===== config.mk =====
export PLATFORM = sky130hd
export DESIGN_NAME = package_path_checker_unit
export DESIGN_NICKNAME = d
export VERILOG_FILES = /design/src/sv/ppc_pkg.sv /design/src/sv/ppc_path_state.sv /design/src/sv/ppc_out_reg.sv /design/src/sv/package_path_checker_unit.sv
export SDC_FILE = /design/constraint.sdc
export NUM_CORES = 1
export LEC_CHECK = 0
export ABC_AREA = 1
export BUFFER_PORTS_ARGS = -buffer_cell sky130_fd_sc_hd__buf_2
export CAP_MARGIN = 10
export CORE_MARGIN = 1.5
export CORE_UTILIZATION = 55
export CTS_CLUSTER_SIZE = 12
export DETAILED_ROUTE_END_ITERATION = 8
export HOLD_SLACK_MARGIN = 0.03
export PLACE_DENSITY = 0.76
export SYNTH_ARGS = -nofsm -noshare
export SYNTH_HDL_FRONTEND = slang
export SYNTH_HIERARCHICAL = 1
export SYNTH_SLANG_ARGS = --single-unit

===== constraint.sdc =====
create_clock -name clk_i -period 3.17 [get_ports clk_i]
set_clock_uncertainty 0.1 [all_clocks]
set_input_delay 0.1585 -clock clk_i [delete_from_list [all_inputs] [get_ports clk_i]]
set_output_delay 0.1585 -clock clk_i [all_outputs]
set_load 0.005 [all_outputs]

===== src/sv/ppc_pkg.sv =====
`timescale 1ns / 1ps

package ppc_pkg;

  // Field widths
  localparam int unsigned CharW  = 8;
  localparam int unsigned CountW = 12;

  localparam logic [CountW-1:0] CountMax     = {CountW{1'b1}};
  localparam logic [CountW-1:0] MaxLenReset  = CountW'(240);
  localparam logic [CharW-1:0]  CtrlLimit    = CharW'(32);

  // Characters the checker looks for
  localparam logic [CharW-1:0] ChSlash     = 8'h2F;
  localparam logic [CharW-1:0] ChBackslash = 8'h5C;
  localparam logic [CharW-1:0] ChColon     = 8'h3A;
  localparam logic [CharW-1:0] ChDot       = 8'h2E;
  localparam logic [CharW-1:0] ChLowerP    = 8'h70;
  localparam logic [CharW-1:0] ChLowerK    = 8'h6B;
  localparam logic [CharW-1:0] ChDigit3    = 8'h33;
  localparam logic [CharW-1:0] ChUpperA    = 8'h41;
  localparam logic [CharW-1:0] ChUpperZ    = 8'h5A;
  localparam logic [CharW-1:0] ChLowerA    = 8'h61;
  localparam logic [CharW-1:0] ChLowerZ    = 8'h7A;
  localparam logic [CharW-1:0] CaseOffset  = 8'h20;

  // Kind of the component currently being collected
  typedef enum logic [1:0] {
    KIND_EMPTY  = 2'd0,
    KIND_DOT    = 2'd1,
    KIND_DOTDOT = 2'd2,
    KIND_TEXT   = 2'd3
  } comp_kind_e;

  // Extension matcher, one-hot: progress through ".pk3" after the last dot
  typedef enum logic [5:0] {
    EXT_NONE = 6'b000001,
    EXT_DOT  = 6'b000010,
    EXT_P    = 6'b000100,
    EXT_PK   = 6'b001000,
    EXT_PK3  = 6'b010000,
    EXT_MISS = 6'b100000
  } ext_state_e;

  // One input beat
  typedef struct packed {
    logic [CharW-1:0] char_code;
    logic             char_valid;
    logic             end_of_path;
  } item_t;

  // One result beat
  typedef struct packed {
    logic allowed_package;
    logic safe_relative;
  } verdict_t;

  function automatic logic is_letter(input logic [CharW-1:0] c);
    return ((c >= ChUpperA) && (c <= ChUpperZ)) || ((c >= ChLowerA) && (c <= ChLowerZ));
  endfunction

  function automatic logic [CharW-1:0] to_lower(input logic [CharW-1:0] c);
    return ((c >= ChUpperA) && (c <= ChUpperZ)) ? c + CaseOffset : c;
  endfunction

endpackage


===== src/sv/ppc_path_state.sv =====
`timescale 1ns / 1ps

module ppc_path_state (
  input  logic                        clk_i,
  input  logic                        rst_ni,
  input  logic                        take_i,
  input  ppc_pkg::item_t              item_i,
  input  logic [ppc_pkg::CountW-1:0]  max_len_i,
  output ppc_pkg::verdict_t           verdict_o
);
  import ppc_pkg::*;

  logic [CountW-1:0] cnt_q, cnt_d, cnt_n;
  logic              failed_q, failed_d, failed_n;
  logic              first_letter_q, first_letter_d, first_letter_n;
  comp_kind_e        kind_q, kind_d, kind_n;
  ext_state_e        ext_q, ext_d, ext_n;

  logic [CharW-1:0] c;
  logic [CharW-1:0] lower;
  logic             is_sep;
  logic             safe;

  assign c      = item_i.char_code;
  assign lower  = to_lower(c);
  assign is_sep = (c == ChSlash) || (c == ChBackslash);

  // Path state after taking the byte of this beat, if it carries one.
  always_comb begin
    cnt_n          = cnt_q;
    failed_n       = failed_q;
    first_letter_n = first_letter_q;
    kind_n         = kind_q;
    ext_n          = ext_q;
    if (item_i.char_valid) begin
      // Leading separator and drive prefix checks.
      if (cnt_q == '0) begin
        if (is_sep) begin
          failed_n = 1'b1;
        end
        first_letter_n = is_letter(c);
      end else if (cnt_q == CountW'(1)) begin
        if (first_letter_q && (c == ChColon)) begin
          failed_n = 1'b1;
        end
      end

      // Component tracking; a separator closes the current component.
      if (is_sep) begin
        if (kind_q != KIND_TEXT) begin
          failed_n = 1'b1;
        end
        kind_n = KIND_EMPTY;
      end else begin
        if (c < CtrlLimit) begin
          failed_n = 1'b1;
        end
        if ((c == ChDot) && (kind_q != KIND_TEXT)) begin
          kind_n = comp_kind_e'(kind_q + 2'd1);
        end else begin
          kind_n = KIND_TEXT;
        end
      end

      // Extension matcher restarts at every dot.
      if (c == ChDot) begin
        ext_n = EXT_DOT;
      end else begin
        case (ext_q)
          EXT_NONE: ext_n = EXT_NONE;
          EXT_DOT:  ext_n = (lower == ChLowerP) ? EXT_P : EXT_MISS;
          EXT_P:    ext_n = (lower == ChLowerK) ? EXT_PK : EXT_MISS;
          EXT_PK:   ext_n = (c == ChDigit3) ? EXT_PK3 : EXT_MISS;
          default:  ext_n = EXT_MISS;
        endcase
      end

      // Saturating length count.
      if (cnt_q != CountMax) begin
        cnt_n = cnt_q + CountW'(1);
      end
    end
  end

  // Verdict from the state that includes the final byte.
  assign safe = !failed_n && (cnt_n != '0) && (cnt_n < max_len_i) && (kind_n == KIND_TEXT);
  assign verdict_o.safe_relative   = safe;
  assign verdict_o.allowed_package = safe && (ext_n == EXT_PK3);

  // End of path clears everything for the next path.
  always_comb begin
    cnt_d          = cnt_q;
    failed_d       = failed_q;
    first_letter_d = first_letter_q;
    kind_d         = kind_q;
    ext_d          = ext_q;
    if (take_i) begin
      if (item_i.end_of_path) begin
        cnt_d          = '0;
        failed_d       = 1'b0;
        first_letter_d = 1'b0;
        kind_d         = KIND_EMPTY;
        ext_d          = EXT_NONE;
      end else begin
        cnt_d          = cnt_n;
        failed_d       = failed_n;
        first_letter_d = first_letter_n;
        kind_d         = kind_n;
        ext_d          = ext_n;
      end
    end
  end

  always_ff @(posedge clk_i or negedge rst_ni) begin
    if (!rst_ni) begin
      cnt_q          <= '0;
      failed_q       <= 1'b0;
      first_letter_q <= 1'b0;
      kind_q         <= KIND_EMPTY;
      ext_q          <= EXT_NONE;
    end else begin
      cnt_q          <= cnt_d;
      failed_q       <= failed_d;
      first_letter_q <= first_letter_d;
      kind_q         <= kind_d;
      ext_q          <= ext_d;
    end
  end

  // A path that ends leaves a cleared state behind.
  a_clear_after_end: assert property (@(posedge clk_i) disable iff (!rst_ni)
    take_i && item_i.end_of_path |=> (cnt_q == '0) && !failed_q)
    else $error("path state not cleared after end of path");

  // No byte seen means no failure, empty component and no dot.
  a_empty_state: assert property (@(posedge clk_i) disable iff (!rst_ni)
    (cnt_q == '0) |-> !failed_q && (kind_q == KIND_EMPTY) && (ext_q == EXT_NONE))
    else $error("state present with zero byte count");

  // A package is always a safe path.
  a_allowed_is_safe: assert property (@(posedge clk_i) disable iff (!rst_ni)
    verdict_o.allowed_package |-> verdict_o.safe_relative)
    else $error("allowed package on an unsafe path");

endmodule


===== src/sv/ppc_out_reg.sv =====
`timescale 1ns / 1ps

module ppc_out_reg (
  input  logic              clk_i,
  input  logic              rst_ni,
  input  logic              load_i,
  input  ppc_pkg::verdict_t verdict_i,
  input  logic              ready_i,
  output logic              valid_o,
  output ppc_pkg::verdict_t verdict_o,
  output logic              free_o
);
  import ppc_pkg::*;

  logic     valid_q, valid_d;
  verdict_t verdict_q;

  // The register can take a new result when empty or when drained this cycle.
  assign free_o = !valid_q || ready_i;

  always_comb begin
    valid_d = valid_q;
    if (load_i) begin
      valid_d = 1'b1;
    end else if (ready_i) begin
      valid_d = 1'b0;
    end
  end

  always_ff @(posedge clk_i or negedge rst_ni) begin
    if (!rst_ni) begin
      valid_q <= 1'b0;
    end else begin
      valid_q <= valid_d;
    end
  end

  always_ff @(posedge clk_i) begin
    if (load_i) begin
      verdict_q <= verdict_i;
    end
  end

  assign valid_o   = valid_q;
  assign verdict_o = verdict_q;

endmodule


===== src/sv/package_path_checker_unit.sv =====
`timescale 1ns / 1ps

// Channel   | Direction | Beat contents
// ----------+-----------+-----------------------------------------------------
// s_axis    | in        | tdata: char_code; tuser: char_valid; tlast: end_of_path
// m_axis    | out       | tdata: safe_relative, allowed_package, zero padding
// cfg       | in        | cfg_data_i: max_path_length
//
// One byte is accepted per cycle unless input stalls; a verdict for the beat
// with tlast comes through the input register and then the result register.
// Reset clears the path state and sets max_path_length to 240.
// A stalled result holds the result register; the input register still drains
// beats without tlast, so input stalls only when a final beat waits on it.
// The configuration channel is always ready.

module package_path_checker_unit (
  input  logic                         clk_i,
  input  logic                         rst_ni,
  // Path bytes
  input  logic                         s_axis_tvalid,
  output logic                         s_axis_tready,
  input  logic [7:0]                   s_axis_tdata,   // [7:0] char_code
  input  logic                         s_axis_tuser,   // [0] char_valid
  input  logic                         s_axis_tlast,   // end_of_path
  // Verdicts
  output logic                         m_axis_tvalid,
  input  logic                         m_axis_tready,
  output logic [7:0]                   m_axis_tdata,   // [0] safe_relative,
                                                       // [1] allowed_package
  // Length limit register
  input  logic                         cfg_valid_i,
  output logic                         cfg_ready_o,
  input  logic [ppc_pkg::CountW-1:0]   cfg_data_i
);
  import ppc_pkg::*;

  logic              s1_valid_q, s1_valid_d;
  item_t             s1_q;
  logic              s1_advance;
  logic              s_fire;
  logic              out_free;
  logic [CountW-1:0] max_len_q;
  verdict_t          verdict;
  verdict_t          out_verdict;

  // Length limit register.
  assign cfg_ready_o = 1'b1;

  always_ff @(posedge clk_i or negedge rst_ni) begin
    if (!rst_ni) begin
      max_len_q <= MaxLenReset;
    end else if (cfg_valid_i && cfg_ready_o) begin
      max_len_q <= cfg_data_i;
    end
  end

  // Input register: a beat moves on unless it ends a path and no result slot is free.
  assign s1_advance    = s1_valid_q && (!s1_q.end_of_path || out_free);
  assign s_axis_tready = !s1_valid_q || s1_advance;
  assign s_fire        = s_axis_tvalid && s_axis_tready;

  always_comb begin
    s1_valid_d = s1_valid_q;
    if (s_fire) begin
      s1_valid_d = 1'b1;
    end else if (s1_advance) begin
      s1_valid_d = 1'b0;
    end
  end

  always_ff @(posedge clk_i or negedge rst_ni) begin
    if (!rst_ni) begin
      s1_valid_q <= 1'b0;
    end else begin
      s1_valid_q <= s1_valid_d;
    end
  end

  always_ff @(posedge clk_i) begin
    if (s_fire) begin
      s1_q.char_code   <= s_axis_tdata;
      s1_q.char_valid  <= s_axis_tuser;
      s1_q.end_of_path <= s_axis_tlast;
    end
  end

  // Path state and verdict logic.
  ppc_path_state u_path_state (
    .clk_i     (clk_i),
    .rst_ni    (rst_ni),
    .take_i    (s1_advance),
    .item_i    (s1_q),
    .max_len_i (max_len_q),
    .verdict_o (verdict)
  );

  // Result register.
  ppc_out_reg u_out_reg (
    .clk_i     (clk_i),
    .rst_ni    (rst_ni),
    .load_i    (s1_advance && s1_q.end_of_path),
    .verdict_i (verdict),
    .ready_i   (m_axis_tready),
    .valid_o   (m_axis_tvalid),
    .verdict_o (out_verdict),
    .free_o    (out_free)
  );

  assign m_axis_tdata = {6'b0, out_verdict.allowed_package, out_verdict.safe_relative};

  // Input backpressure only comes from a final beat waiting on the result register.
  a_ready_cause: assert property (@(posedge clk_i) disable iff (!rst_ni)
    !s_axis_tready |-> s1_valid_q && s1_q.end_of_path && m_axis_tvalid)
    else $error("input stalled without a blocked final beat");

  // A blocked final beat stays in the input register unchanged.
  a_final_beat_held: assert property (@(posedge clk_i) disable iff (!rst_ni)
    s1_valid_q && s1_q.end_of_path && !out_free |=> s1_valid_q && $stable(s1_q))
    else $error("blocked final beat lost");

endmodule

==> metrics <==
boundary pin count=38; kind of critical path=flip-flop to flip-flop; Post-CTS Resized=0; Hold/Removal Path Class=primary input to flip-flop; Int Power=1.06 mW; share of layout cells above drive strength 1=14.0%; crit path time final=2.87 ns; FFs w/ async S/R, synth=75.0%; vias in the first global route=2,912; Nets=558; Distinct cells, synth=38; # setup viols final=0; Post-Synthesis Cells=460; # clock sinks=48; total track usage=25.7%; fin worst setup slack=0.303 ns; reg2reg setup slack=0.30 ns; DR vias/cell=5.28; CTS clock-pin slew for the worst setup and hold paths=0.10 ns; CTS tree=built; max cap viols=0; Top FF cell, synth=dfrtp_1; PwrDens=401 nW/um2; CP endpoint kind=flip-flop; startpoint types=flip-flop; post-synth top area cell=dfrtp_1; Yosys Warn Count=6; Horiz. Die Dim=80.4 um; FILL cells=495; sequential fraction of the synthesis area=38.4%; Area contributors post-synth=dfrtp_1 (24%), nand2_1 (14%), edfxtp_1 (11%), inv_1 (9.4%), ha_1 (6.1%); Final Wtd Congestion=1.00; slew margin rel.=45.7%; Worst VDD drop=0.351 mV; first-pass GRT wire length=12,900 um; Leak=1.99 nW; Final Hold Fails=0; crit path DAT=2.94 ns; Comb power frac=22.5%; antenna violations before repair=0; synthesized area per cell=7.17 um2; Worst Path Max Fanout=5; largest net degree at the start of global routing=37; status=finished clean; Detailed Place HPWL=5290 um; H-tree depth=2; Critical Path RT=3.24 ns; register area=1270 um2; DR vias=3,118; Detail Route Antenna Nets=0; drt initial violations=302; final worst-path cycle share=90.4%; Worst-Margin Slew=0.815 ns; global route overflow=0; initial core utilization=56.4%; clock power share=29.9%; DIE AREA=6470 um2; Sw Pwr=479 uW; Die H=80.4 um; Worst-Skew Late Latency=0.30 ns; Post-Syn Area=3300 um2; setup total negative slack=0 ns; TritonCTS Buffers=5; core box area=5850 um2; count leader, synth=nand2_1; Post-synth EDFFs=12; max-slew violations=0; CTS root buf=clkbuf_8; Area Growth Syn to Fin=16.7%; Seq cells post-synth=48; share of the synthesized area in the top cell type=23.5%; Max Root-Sink Buffers=2; post-CTS setup buffers=0; number of port buffers=30; DR DRC count=0; Pre-antenna DRT Iters=5; post-placement setup slack=0.372 ns; ant diodes=0; Fmax=349 MHz; Reg power frac=47.6%; Routed WL=7600 um; Rows=28; list of most frequent post-synthesis cells=nand2_1 (119), inv_1 (83), nor2_1 (45); Multi-input gate area=1620 um2; switching share of power=31.0%; RSZ-0062 raised after global routing=no; Avg WL per Cell=12.9 um
per-stage QoR:
| stage | hold WS (ns) | util [%] | area, um2 | total power, mW | cells |
|---|---|---|---|---|---|
| final | 0.125 | 65.8 | 3850 | 1.54 | 591 |
| after global routing | 0.145 | 65.8 | 3850 | 1.64 | 591 |
| after floorplan | -0.237 | - | 3320 | 0.975 | 465 |
| after CTS | 0.120 | 65.8 | 3850 | 1.55 | 591 |
| after global placement | 0.199 | 59.5 | 3480 | 1.05 | 558 |
| after detailed placement | 0.208 | 59.5 | 3480 | 1.06 | 558 |
worst paths after layout:
path	cells past startpoint	endpoint	start
max	17	u_out_reg/verdict_o[1]	u_path_state/cnt_q[1]
min	3	max_len_q[7]	cfg_valid_i
max reg2reg	17	u_out_reg/verdict_o[1]	u_path_state/cnt_q[1]
min reg2reg	2	max_len_q[6]	max_len_q[6]
max in group asynchronous	2	u_path_state/cnt_q[5]	rst_ni
min in group asynchronous	2	u_path_state/cnt_q[7]	rst_ni
registers in the layout (all words and copies together) (netlist names):
register / cells
u_path_state/kind_q: 2
s1_q: 10
u_out_reg/valid_o: 1
u_path_state/failed_q: 1
u_path_state/ext_q: 6
u_path_state/first_letter_q: 1
s1_valid_q: 1
max_len_q: 12
u_out_reg/verdict_o: 2
u_path_state/cnt_q: 12
metal layers:
metal / share of wire (%) / wire (um) / up-vias / global-route usage, %
met5: 0 / 0 / - / 0
met4: 1.3 / 102 / 0 / 7.59
met3: 7.2 / 550 / 10 / 4.55
met2: 47 / 3550 / 125 / 41.9
met1: 45 / 3390 / 1428 / 34.6
li1: - / - / 1555 / -
layout make-up:
cell class / count / area share, %
Clock buffer: 5 / 1.79
Clock inverter: 3 / 1.20
Inverter: 85 / 8.29
Multi-Input combinational cell: 315 / 42.0
Sequential cell: 48 / 32.9
Tap cell: 75 / 2.44
Timing Repair Buffer: 60 / 11.4
power by group through the flow:
stage | sequential [mW] | combinational [mW] | clock, mW
final | 0.735 | 0.346 | 0.461
after global routing | 0.743 | 0.397 | 0.496
after global placement | 0.743 | 0.306 | 0
after detailed placement | 0.746 | 0.315 | 0
after floorplan | 0.730 | 0.245 | 0
after CTS | 0.733 | 0.341 | 0.476
cell families after synthesis:
logic type	Yosys count	share of synthesized area [%]
flops	48	38.4
other cells	2	0.228
compound gates	54	9.33
buf+inv	102	13.2
simple gates	236	32.2
fa+ha+maj	16	6.07
xor+xnor	2	0.531
worst max-delay path: stages (launching register included):
cell      delay [ns]
dfrtp_1         0.45
ha_1            0.28
nand2_1         0.13
nor2_4          0.05
nand3_2         0.07
clkinv_1        0.08
nand2_1         0.15
inv_1           0.07
nor2_2          0.16
inv_1           0.07
ha_1            0.29
a21oi_1         0.13
o21ai_0         0.10
a21oi_1         0.18
nand3_1         0.10
nor2_1          0.14
nand3_2         0.10
nor2_2          0.08
timing repair:
item                                    4_1_cts  5_1_grt
endpoints found under the hold margin        55        0
endpoints found under the setup margin        0        0
hold buffers                                 25        0
cells in the final DEF (no fill, tap or decap), types with 9 or more instances in the layout:
master,instances
dlygate4sd3_1,25
nand3_1,34
ha_1,16
nor2_1,45
nand4_1,10
buf_2,30
edfxtp_1,12
inv_1,83
dfrtp_1,31
nand2_2,9
o21ai_0,28
o22ai_1,11
nand2_1,119
No activity file was read; power rests on OpenSTA's default activity.
